## config.mk

```make
export PLATFORM = sky130hd
export DESIGN_NAME = motor_reply_frame_parser
export DESIGN_NICKNAME = d
export VERILOG_FILES = /design/src/mrfp_pkg.sv /design/src/mrfp_parser.sv /design/src/motor_reply_frame_parser.sv
export SDC_FILE = /design/constraint.sdc
export NUM_CORES = 1
export LEC_CHECK = 0
export ABC_AREA = 1
export BUFFER_PORTS_ARGS = -buffer_cell sky130_fd_sc_hd__buf_2
export CORE_AREA = 4 4 113 115
export CTS_BUF_LIST = sky130_fd_sc_hd__clkbuf_4 sky130_fd_sc_hd__clkbuf_8 sky130_fd_sc_hd__clkbuf_16
export CTS_CLUSTER_DIAMETER = 120
export DETAILED_ROUTE_END_ITERATION = 8
export DIE_AREA = 0 0 117 119
export PLACE_DENSITY = 0.95
export SYNTH_ARGS = -nofsm -noshare
export SYNTH_HDL_FRONTEND = slang
export SYNTH_SLANG_ARGS = --single-unit
```

## constraint.sdc

```tcl
create_clock -name clock -period 8.3 [get_ports clock]
set_input_delay 0.83 -clock clock [delete_from_list [all_inputs] [get_ports clock]]
set_output_delay 0.83 -clock clock [all_outputs]
set_load 0.01 [all_outputs]
```

## src/mrfp_pkg.sv

```systemverilog
`timescale 1ns / 1ps

package mrfp_pkg;

   localparam int ByteW   = 8;
   localparam int PosW    = 32;
   localparam int CntW    = 4;
   localparam int CsrIdxW = 2;

   localparam logic [CntW-1:0] SUM_LEN = 4'd8;
   localparam logic [2:0]      CMD_SLOT = 3'd3;

   localparam logic [ByteW-1:0] RST_REPLY_ADDRESS    = 8'h02;
   localparam logic [ByteW-1:0] RST_MODULE_ADDRESS   = 8'h01;
   localparam logic [ByteW-1:0] RST_OK_STATUS        = 8'h64;
   localparam logic [ByteW-1:0] RST_POSITION_COMMAND = 8'h06;

   typedef enum logic [CsrIdxW-1:0] {
      CSR_REPLY_ADDRESS    = 2'd0,
      CSR_MODULE_ADDRESS   = 2'd1,
      CSR_OK_STATUS        = 2'd2,
      CSR_POSITION_COMMAND = 2'd3
   } csr_index_type;

   typedef enum logic [2:0] {
      ST_WAIT_ADDR   = 3'd0,
      ST_WAIT_MOD    = 3'd1,
      ST_WAIT_STATUS = 3'd2,
      ST_COLLECT     = 3'd3,
      ST_CHECKSUM    = 3'd4
   } parse_state_type;

   typedef struct packed {
      logic [ByteW-1:0] reply_address;
      logic [ByteW-1:0] module_address;
      logic [ByteW-1:0] ok_status;
      logic [ByteW-1:0] position_command;
   } cfg_type;

   typedef struct packed {
      logic                   frame_end;
      logic                   checksum_good;
      logic                   position_valid;
      logic [ByteW-1:0]       reply_command;
      logic signed [PosW-1:0] position;
   } rsp_type;

endpackage

```

## src/mrfp_parser.sv

```systemverilog
`timescale 1ns / 1ps

module mrfp_parser (
   input  logic                              clock,
   input  logic                              reset,
   input  logic                              advance,
   input  logic [mrfp_pkg::ByteW-1:0]        rx_byte,
   input  mrfp_pkg::cfg_type                 cfg,
   output mrfp_pkg::rsp_type                 rsp
);

   mrfp_pkg::parse_state_type          state_ff, state_in;
   logic [mrfp_pkg::CntW-1:0]          count_ff, count_in;
   logic [mrfp_pkg::ByteW-1:0]         sum_ff, sum_in;
   logic [mrfp_pkg::ByteW-1:0]         cmd_ff, cmd_in;
   logic [mrfp_pkg::PosW-1:0]          value_ff, value_in;
   logic signed [mrfp_pkg::PosW-1:0]   position_ff, position_in;

   always_comb begin
      state_in    = state_ff;
      count_in    = count_ff;
      sum_in      = sum_ff;
      cmd_in      = cmd_ff;
      value_in    = value_ff;
      position_in = position_ff;
      rsp         = '0;
      case (state_ff)
         mrfp_pkg::ST_WAIT_ADDR: begin
            count_in = '0;
            if (rx_byte == cfg.reply_address) begin
               sum_in   = rx_byte;
               count_in = 4'd1;
               state_in = mrfp_pkg::ST_WAIT_MOD;
            end
         end
         mrfp_pkg::ST_WAIT_MOD: begin
            if (rx_byte == cfg.module_address) begin
               sum_in   = sum_ff + rx_byte;
               count_in = 4'd2;
               state_in = mrfp_pkg::ST_WAIT_STATUS;
            end else begin
               state_in = mrfp_pkg::ST_WAIT_ADDR;
            end
         end
         mrfp_pkg::ST_WAIT_STATUS: begin
            if (rx_byte == cfg.ok_status) begin
               sum_in   = sum_ff + rx_byte;
               count_in = 4'd3;
               state_in = mrfp_pkg::ST_COLLECT;
            end else begin
               state_in = mrfp_pkg::ST_WAIT_ADDR;
            end
         end
         mrfp_pkg::ST_COLLECT: begin
            sum_in = sum_ff + rx_byte;
            if (count_ff[2:0] == mrfp_pkg::CMD_SLOT) begin
               cmd_in = rx_byte;
            end else begin
               value_in = {value_ff[mrfp_pkg::PosW-mrfp_pkg::ByteW-1:0], rx_byte};
            end
            count_in = count_ff + 4'd1;
            if (count_in >= mrfp_pkg::SUM_LEN) begin
               state_in = mrfp_pkg::ST_CHECKSUM;
            end
         end
         mrfp_pkg::ST_CHECKSUM: begin
            rsp.frame_end     = 1'b1;
            rsp.reply_command = cmd_ff;
            if (rx_byte == sum_ff) begin
               rsp.checksum_good = 1'b1;
               if (cmd_ff == cfg.position_command) begin
                  position_in        = value_ff;
                  rsp.position_valid = 1'b1;
               end
            end
            count_in = '0;
            state_in = mrfp_pkg::ST_WAIT_ADDR;
         end
         default: begin
            count_in = '0;
            state_in = mrfp_pkg::ST_WAIT_ADDR;
         end
      endcase
      rsp.position = position_in;
   end

   always_ff @(posedge clock) begin
      if (reset) begin
         state_ff    <= mrfp_pkg::ST_WAIT_ADDR;
         count_ff    <= '0;
         position_ff <= '0;
      end else if (advance) begin
         state_ff    <= state_in;
         count_ff    <= count_in;
         position_ff <= position_in;
      end
   end

   always_ff @(posedge clock) begin
      if (advance) begin
         sum_ff   <= sum_in;
         cmd_ff   <= cmd_in;
         value_ff <= value_in;
      end
   end

endmodule

```

## src/motor_reply_frame_parser.sv

```systemverilog
`timescale 1ns / 1ps

// Reply frame parser: each request beat carries one received byte and yields
// exactly one response beat, one beat per clock while rsp_tready allows, via
// two registers (input register, then result register). The checksum is kept
// as a running sum, so the per-byte path is one 8-bit add and compare. tlast
// marks the checksum byte of a frame; tuser flags checksum match and position
// update. Users must write csr regs only while the block is idle (not enforced).
module motor_reply_frame_parser (
   input  logic                                clock,
   input  logic                                reset,
   input  logic                                req_tvalid,
   output logic                                req_tready,
   input  logic [7:0]                          req_tdata,   // [7:0] rx_byte
   output logic                                rsp_tvalid,
   input  logic                                rsp_tready,
   output logic [39:0]                         rsp_tdata,   // [7:0] reply_command, [39:8] position
   output logic                                rsp_tlast,   // frame_end
   output logic [1:0]                          rsp_tuser,   // [0] checksum_good, [1] position_valid
   input  logic                                csr_write_enable,
   input  logic [mrfp_pkg::CsrIdxW-1:0]        csr_index,
   input  logic [mrfp_pkg::ByteW-1:0]          csr_wdata
);

   logic                          in_valid_ff, in_valid_in;
   logic [mrfp_pkg::ByteW-1:0]    in_byte_ff;
   logic                          out_valid_ff, out_valid_in;
   mrfp_pkg::rsp_type             rsp_ff, rsp_next;
   mrfp_pkg::cfg_type             cfg_ff;
   logic                          out_free;
   logic                          advance;
   logic                          req_accept;

   assign out_free   = !out_valid_ff || rsp_tready;
   assign advance    = in_valid_ff && out_free;
   assign req_tready = !in_valid_ff || out_free;
   assign req_accept = req_tvalid && req_tready;

   always_comb begin
      in_valid_in = in_valid_ff;
      if (req_accept) begin
         in_valid_in = 1'b1;
      end else if (advance) begin
         in_valid_in = 1'b0;
      end
      out_valid_in = out_valid_ff;
      if (advance) begin
         out_valid_in = 1'b1;
      end else if (rsp_tready) begin
         out_valid_in = 1'b0;
      end
   end

   always_ff @(posedge clock) begin
      if (reset) begin
         in_valid_ff  <= 1'b0;
         out_valid_ff <= 1'b0;
      end else begin
         in_valid_ff  <= in_valid_in;
         out_valid_ff <= out_valid_in;
      end
   end

   always_ff @(posedge clock) begin
      if (req_accept) begin
         in_byte_ff <= req_tdata;
      end
      if (advance) begin
         rsp_ff <= rsp_next;
      end
   end

   always_ff @(posedge clock) begin
      if (reset) begin
         cfg_ff.reply_address    <= mrfp_pkg::RST_REPLY_ADDRESS;
         cfg_ff.module_address   <= mrfp_pkg::RST_MODULE_ADDRESS;
         cfg_ff.ok_status        <= mrfp_pkg::RST_OK_STATUS;
         cfg_ff.position_command <= mrfp_pkg::RST_POSITION_COMMAND;
      end else if (csr_write_enable) begin
         case (csr_index)
            mrfp_pkg::CSR_REPLY_ADDRESS:    cfg_ff.reply_address    <= csr_wdata;
            mrfp_pkg::CSR_MODULE_ADDRESS:   cfg_ff.module_address   <= csr_wdata;
            mrfp_pkg::CSR_OK_STATUS:        cfg_ff.ok_status        <= csr_wdata;
            mrfp_pkg::CSR_POSITION_COMMAND: cfg_ff.position_command <= csr_wdata;
            default: begin
            end
         endcase
      end
   end

   mrfp_parser u_parser (
      .clock   (clock),
      .reset   (reset),
      .advance (advance),
      .rx_byte (in_byte_ff),
      .cfg     (cfg_ff),
      .rsp     (rsp_next)
   );

   assign rsp_tvalid = out_valid_ff;
   assign rsp_tlast  = rsp_ff.frame_end;
   assign rsp_tuser  = {rsp_ff.position_valid, rsp_ff.checksum_good};
   assign rsp_tdata  = {rsp_ff.position, rsp_ff.reply_command};

endmodule

```

-- Yosys cells after proc, flatten, opt, wreduce, memory -nomap -nowiden
Cells that the tools add are included.
- register bits: 172
- output and inout bits: 45
- logic and storage cells: 83
- input bits: 23
- bitwise gates (word level): 1
- equality and inequality tests: 17
- reduce and logical (&&, ||, !) cells: 21
- order comparisons: 1
- $add $sub $neg: 2
- mux-type cells: 23
- operators by type and width (kind ; count):
    $mux W32 ; 3
    $eq A8 B8 Y1 ; 5
    $pmux W8 S4 ; 1
    $mux W8 ; 3
    $pmux W4 S4 ; 1
    $pmux W3 S4 ; 1
    $reduce_and A3 Y1 ; 4
    $mux W11 ; 1
    $reduce_and A2 Y1 ; 5
    $eq A3 B2 Y1 const B ; 3
    $add A8 B8 Y8 ; 1
    $mux W4 ; 2
    $ne A2 B1 Y1 const B ; 4
    $mux W1 ; 6
    $mux W2 ; 3
    $mux W3 ; 2
    $reduce_and A5 Y1 ; 1
    $add A4 B1 Y4 const B ; 1
    $eq A2 B2 Y1 const B ; 2
    $ge A4 B4 Y1 const B ; 1
    $reduce_bool A2 Y1 ; 2
    $reduce_bool A4 Y1 ; 1
    $eq A3 B1 Y1 const B ; 1
    $eq A3 B3 Y1 const B ; 1
    7 further kinds ; 10

-- Logic depth before layout (Yosys ltp)
- word-level depth: 5
- mapped depth: 12
- depth with buffers taken out: 11

-- By module
From an unflattened synthesis, not the netlist that was laid out.
- cell total of the unflattened synthesis: 869
- area, all modules: 7962.6 µm²
- by module, submodules not included (module ; area each (µm²) ; cells an instance ; times used ; seq. area each (µm²)):
    mrfp_parser ; 5014.8 ; 610 ; 1 ; 2222.1
    motor_reply_frame_parser ; 2947.8 ; 259 ; 1 ; 2212.1

-- Worst setup path before layout
No wires, ideal clock.
- path kind: input to register
- start point: input rsp_tready
- end point: register u_parser.value_ff[0] (netlist name) (enable)
- data arrival time: 3293 ps
- cell stages on the path: 4
- setup slack: 4546 ps
- required time: 7839 ps
- setup time: 461 ps
- path through: inv_1 -> nand2_1 -> nand2_1 -> nor3_1
- longest elaborated chain between the ends: 3
- ends and longest elaborated chain (what ; line ; text):
    from (decl) ; motor_reply_frame_parser.sv:16 ; input logic rsp_tready,
    $logic_or A1 B1 Y1 ; motor_reply_frame_parser.sv:34 ; assign out_free = !out_valid_ff || rsp_tready;
    $logic_and A1 B1 Y1 ; motor_reply_frame_parser.sv:35 ; assign advance = in_valid_ff && out_free;
    $reduce_and A3 Y1 (no source line) ; -- ;
    to (signal assigned) ; mrfp_parser.sv:103 ; value_ff <= value_in;
    to (decl) ; mrfp_parser.sv:16 ; logic [mrfp_pkg::PosW-1:0] value_ff, value_in;
Every way passes these cells.
A chain may end at the register's enable or synchronous reset.

-- Worst setup path in the final report
- start point: register in_byte_ff[5] (netlist name)
- end point: register u_parser.position_ff[2] (netlist name)
- longest elaborated chain between the ends: 3
- ends and longest elaborated chain (what ; line ; text):
    from (decl) ; motor_reply_frame_parser.sv:26 ; logic [mrfp_pkg::ByteW-1:0] in_byte_ff;
    from (signal assigned) ; motor_reply_frame_parser.sv:66 ; in_byte_ff <= req_tdata;
    $eq A8 B8 Y1 ; mrfp_parser.sv:69 ; if (rx_byte == sum_ff) begin
    $mux W32 ; mrfp_parser.sv:69 ;
    $mux W32 ; mrfp_parser.sv:27 ; case (state_ff)
    to (signal assigned) ; mrfp_parser.sv:95 ; position_ff <= position_in;
    to (decl) ; mrfp_parser.sv:17 ; logic signed [mrfp_pkg::PosW-1:0] position_ff, position_in;
Every way passes these cells.

==> results.env <==
GRT_PASS1_WL_UM=25400
ROUTED_VIA_DENSITY=5.60
ANTENNA_FOUND_INITIAL=0
CAP_VIOLATIONS=0
GROUTE.LAYER.MET2.USAGE_PCT=39.4
WORSTHOLDPATHTYPE='reg2reg'
POSTROUTEWIRELENGTH_UM=15800
GROUTE.USAGE.OVERALL_PCT=23.6
MAX_SLEW.WORST_PIN.SLEW_NS=1.15
POST_CTS.REPAIR.SETUP_BUFFERS=0
PIN_COUNT_OF_THE_BIGGEST_NET_ENTERING_GLOBAL_ROUTING=111
POWERDENSITY_nW_PER_UM2=218
INITIAL_UTILIZATION_PCT=63.0
WORST-ENDPOINT-ARRIVAL_NS=3.33
CTS.HOLD.BUFFERS_ADDED=0
GP_CONGESTION=0.878
DRIVE_GT1_SHARE_PCT=14.8
FILLCELLCOUNT=785
REQUIRED_NS=8.61
PORT_BUFFERS=67
FIN_WORST_HOLD_SLACK_NS=0.450
POSTSYNTHAREAPERCELL_UM2=9.17
SYNTH_CELL_TYPE_COUNT=31
POSTSYNTHREGISTERBITS=172
STATUS='completed'
REPORT.FINAL.SLEW_VIOL_COUNT=0
VIA_COUNT_OF_THE_FIRST_GLOBAL_ROUTING_PASS=5390
CLOCK_LATENCY_NS=0.42
UNREPAIRED_SETUP_ENDPOINTS_AFTER_GLOBAL_ROUTING='no'
DRC=0
CLOCK_TREE_FROM_TRITONCTS='done'
SORT_OF_ELEMENT_AT_THE_START_OF_THE_CRITICAL_PATH='flip-flop'
GRT_UTIL_MET1_PCT=27.3
MOST-COMMON-LAYOUT-CELLS='sky130_fd_sc_hd__nand2_1, sky130_fd_sc_hd__nor2_1, sky130_fd_sc_hd__edfxtp_1'
FIN_CRIT_SH_PCT=36.4
GLOBALROUTE.TOTALOVERFLOW=0
ANTENNADIODECOUNT=0
COREAREA_UM2=11800
CLK_PIN_SLEW_WORST_PATHS_NS=0.06
WORST_R2R_PATH_DEPTH=10
DRT_ITER0_DRC=663
DP.CELLS=1001
CELL_COUNT_AFTER_SYNTHESIS=812
SETUP_TOTAL_NEGATIVE_SLACK_NS=0
CLOCK_TREE.BUFFER_DEPTH=2
STATIC-LEAKAGE-POWER_nW=3.78
SETUP_VIOL_COUNT_FINAL=0
AVGROUTEDWIREPERCELL_UM=15.3
SYNTH.YOSYS.SEQ_AREA_SHARE_PCT=59.6
CRITPATHLAUNCH='in_byte_ff[5]$_DFFE_PP_'
YS_WARN_COUNT=0
DRT-PASS1-ITER-COUNT=5
MAXSLEWHEADROOM_PCT=23.5
H_TREE_DEPTH=4
NETLIST_AREA_UM2=7440
FIN_SKEW_NS=0.00791
STD_CELL_ROWS=40
HPWL_UM=9960
HOLD_VIOL_FINAL=0
CTS_BUFFERS=17
BUSIEST_LAYER='met2'
DP_SLACK_NS=5.15
ACHIEVABLE-FREQUENCY_MHz=331
FINAL_COMMON_CELL='sky130_fd_sc_hd__nand2_1'
CTS_ROOT_BUFFER='sky130_fd_sc_hd__clkbuf_16'
BOUNDARYPINS=68
POSTROUTEANTENNANETS=0
FINAL_CRITICAL_PATH_SETUP_SLACK_NS=5.28
HORIZONTAL_DIE_DIMENSION_UM=117
WORST_R2R_START='in_byte_ff[5]$_DFFE_PP_'
FINISH.NET_COUNT=906
FF_LATCH_AREA_UM2=4430
CTS_RESIZED=0
DIE_HEIGHT_UM=119
AREA_DELTA_SYNTH_FINAL_PCT=12.9
DIEAREA_UM2=13900
POWER.IR.VDD_WORST_V=0.000146
SYN-NUM-NETS=845
CRITICAL_PATH_PEAK_FANOUT=34
CLOCK-SINKS=172
INSTANCES_NO_FILL=1030
MIN_FROM='u_parser.value_ff[0]$_DFFE_PP_'
ROUTE.VIAS.TOTAL=5766
CRITICALPATHCATEGORY='reg2reg'
MULTIINPUTGATEAREA_UM2=2540
END_KIND='flip-flop'
MIN_PATH_CELLS=0
M3_GR_USAGE_PCT=5.95
FINALCRITICALPERIOD_NS=3.02
## cell families (layout without fill, tap and decap cells)
logic type,count (synthesis),in the layout,synth area share (%)
flops,172,172,59.6
compound gates,59,59,4.07
simple gates,427,427,25.0
fa+ha+maj,10,10,1.78
buf+inv,118,189,6.47
xor+xnor,26,26,3.16
## power breakdown
group,total [mW],switching [mW],internal [mW]
Sequential,0.959,0.0231,0.936
Combinational,0.137,0.0863,0.0510
Clock,0.735,0.298,0.437
## critical path, stage by stage, from the launching register on
cell and delay (ns):
sky130_fd_sc_hd__edfxtp_1 0.60, sky130_fd_sc_hd__ha_1 0.45, sky130_fd_sc_hd__nor2_1 0.11, sky130_fd_sc_hd__nand3_1 0.13, sky130_fd_sc_hd__nor3_4 0.17, sky130_fd_sc_hd__buf_4 0.36, sky130_fd_sc_hd__nand3_4 0.49, sky130_fd_sc_hd__nand2_1 0.26
sky130_fd_sc_hd__nand3_1 0.11, sky130_fd_sc_hd__nand2_1 0.14, sky130_fd_sc_hd__inv_1 0.07
## state kept, by name, indices dropped and copies added, names as in the netlist
name,cells
in_valid_ff,1
u_parser.sum_ff,8
rsp_tdata,40
u_parser.cmd_ff,8
u_parser.value_ff,32
u_parser.count_ff,4
u_parser.state_ff,3
u_parser.position_ff,32
rsp_tuser,2
in_byte_ff,8
cfg_ff,32
rsp_tlast,1
rsp_tvalid,1
## worst paths after layout
check | end | slack, ns
worst max-delay path | u_parser.position_ff[2]$_SDFFE_PP0N_ | 5.28
worst min-delay path | u_parser.value_ff[8]$_DFFE_PP_ | 0.45
worst max register to register | u_parser.position_ff[2]$_SDFFE_PP0N_ | 5.28
worst min register to register | u_parser.value_ff[8]$_DFFE_PP_ | 0.45
## cells in the mapped netlist, drive strengths merged
| cell type | number | area share (%) |
|---|---|---|
| a21oi | 19 | 1.3 |
| a31oi | 1 | 0.084 |
| buf | 14 | 1.2 |
| clkbuf | 16 | 0.81 |
| clkinv | 1 | 0.050 |
| dfxtp | 73 | 20 |
| edfxtp | 99 | 40 |
| fa | 1 | 0.27 |
| ha | 9 | 1.5 |
| inv | 87 | 4.4 |
| nand2 | 198 | 11 |
| nand3 | 55 | 3.9 |
| nand3b | 1 | 0.10 |
| nand4 | 34 | 2.9 |
| nor2 | 132 | 6.8 |
| nor3 | 7 | 0.76 |
| o211ai | 2 | 0.20 |
| o21ai | 36 | 2.4 |
| o22ai | 1 | 0.084 |
| xnor2 | 21 | 2.6 |
| xor2 | 5 | 0.59 |
## metrics by stage
stage	instance area (um2)	utilization, %	power (mW)
2_1_floorplan	7440	-	1.07
3_3_place_gp	7870	66.6	1.10
3_5_place_dp	7870	66.6	1.11
4_1_cts	8400	71.1	1.83
5_1_grt	8400	71.1	1.89
6_report	8400	71.1	1.83
## routing by layer
layer  wire length [um]  up-vias
li1                   -     2766
met1               6210     2721
met2               8190      229
met3                910       50
met4                499        0
met5                  0        -
## final cells by class
class                           instances  share of cell area [%]
Sequential cell                       172                    52.8
Multi-Input combinational cell        522                    30.3
Clock buffer                           25                    5.85
Timing Repair Buffer                   72                    4.44
Inverter                               88                    3.95
Tap cell                              147                    2.19
Clock inverter                          4                   0.536
No activity file was read; power rests on OpenSTA's default activity.
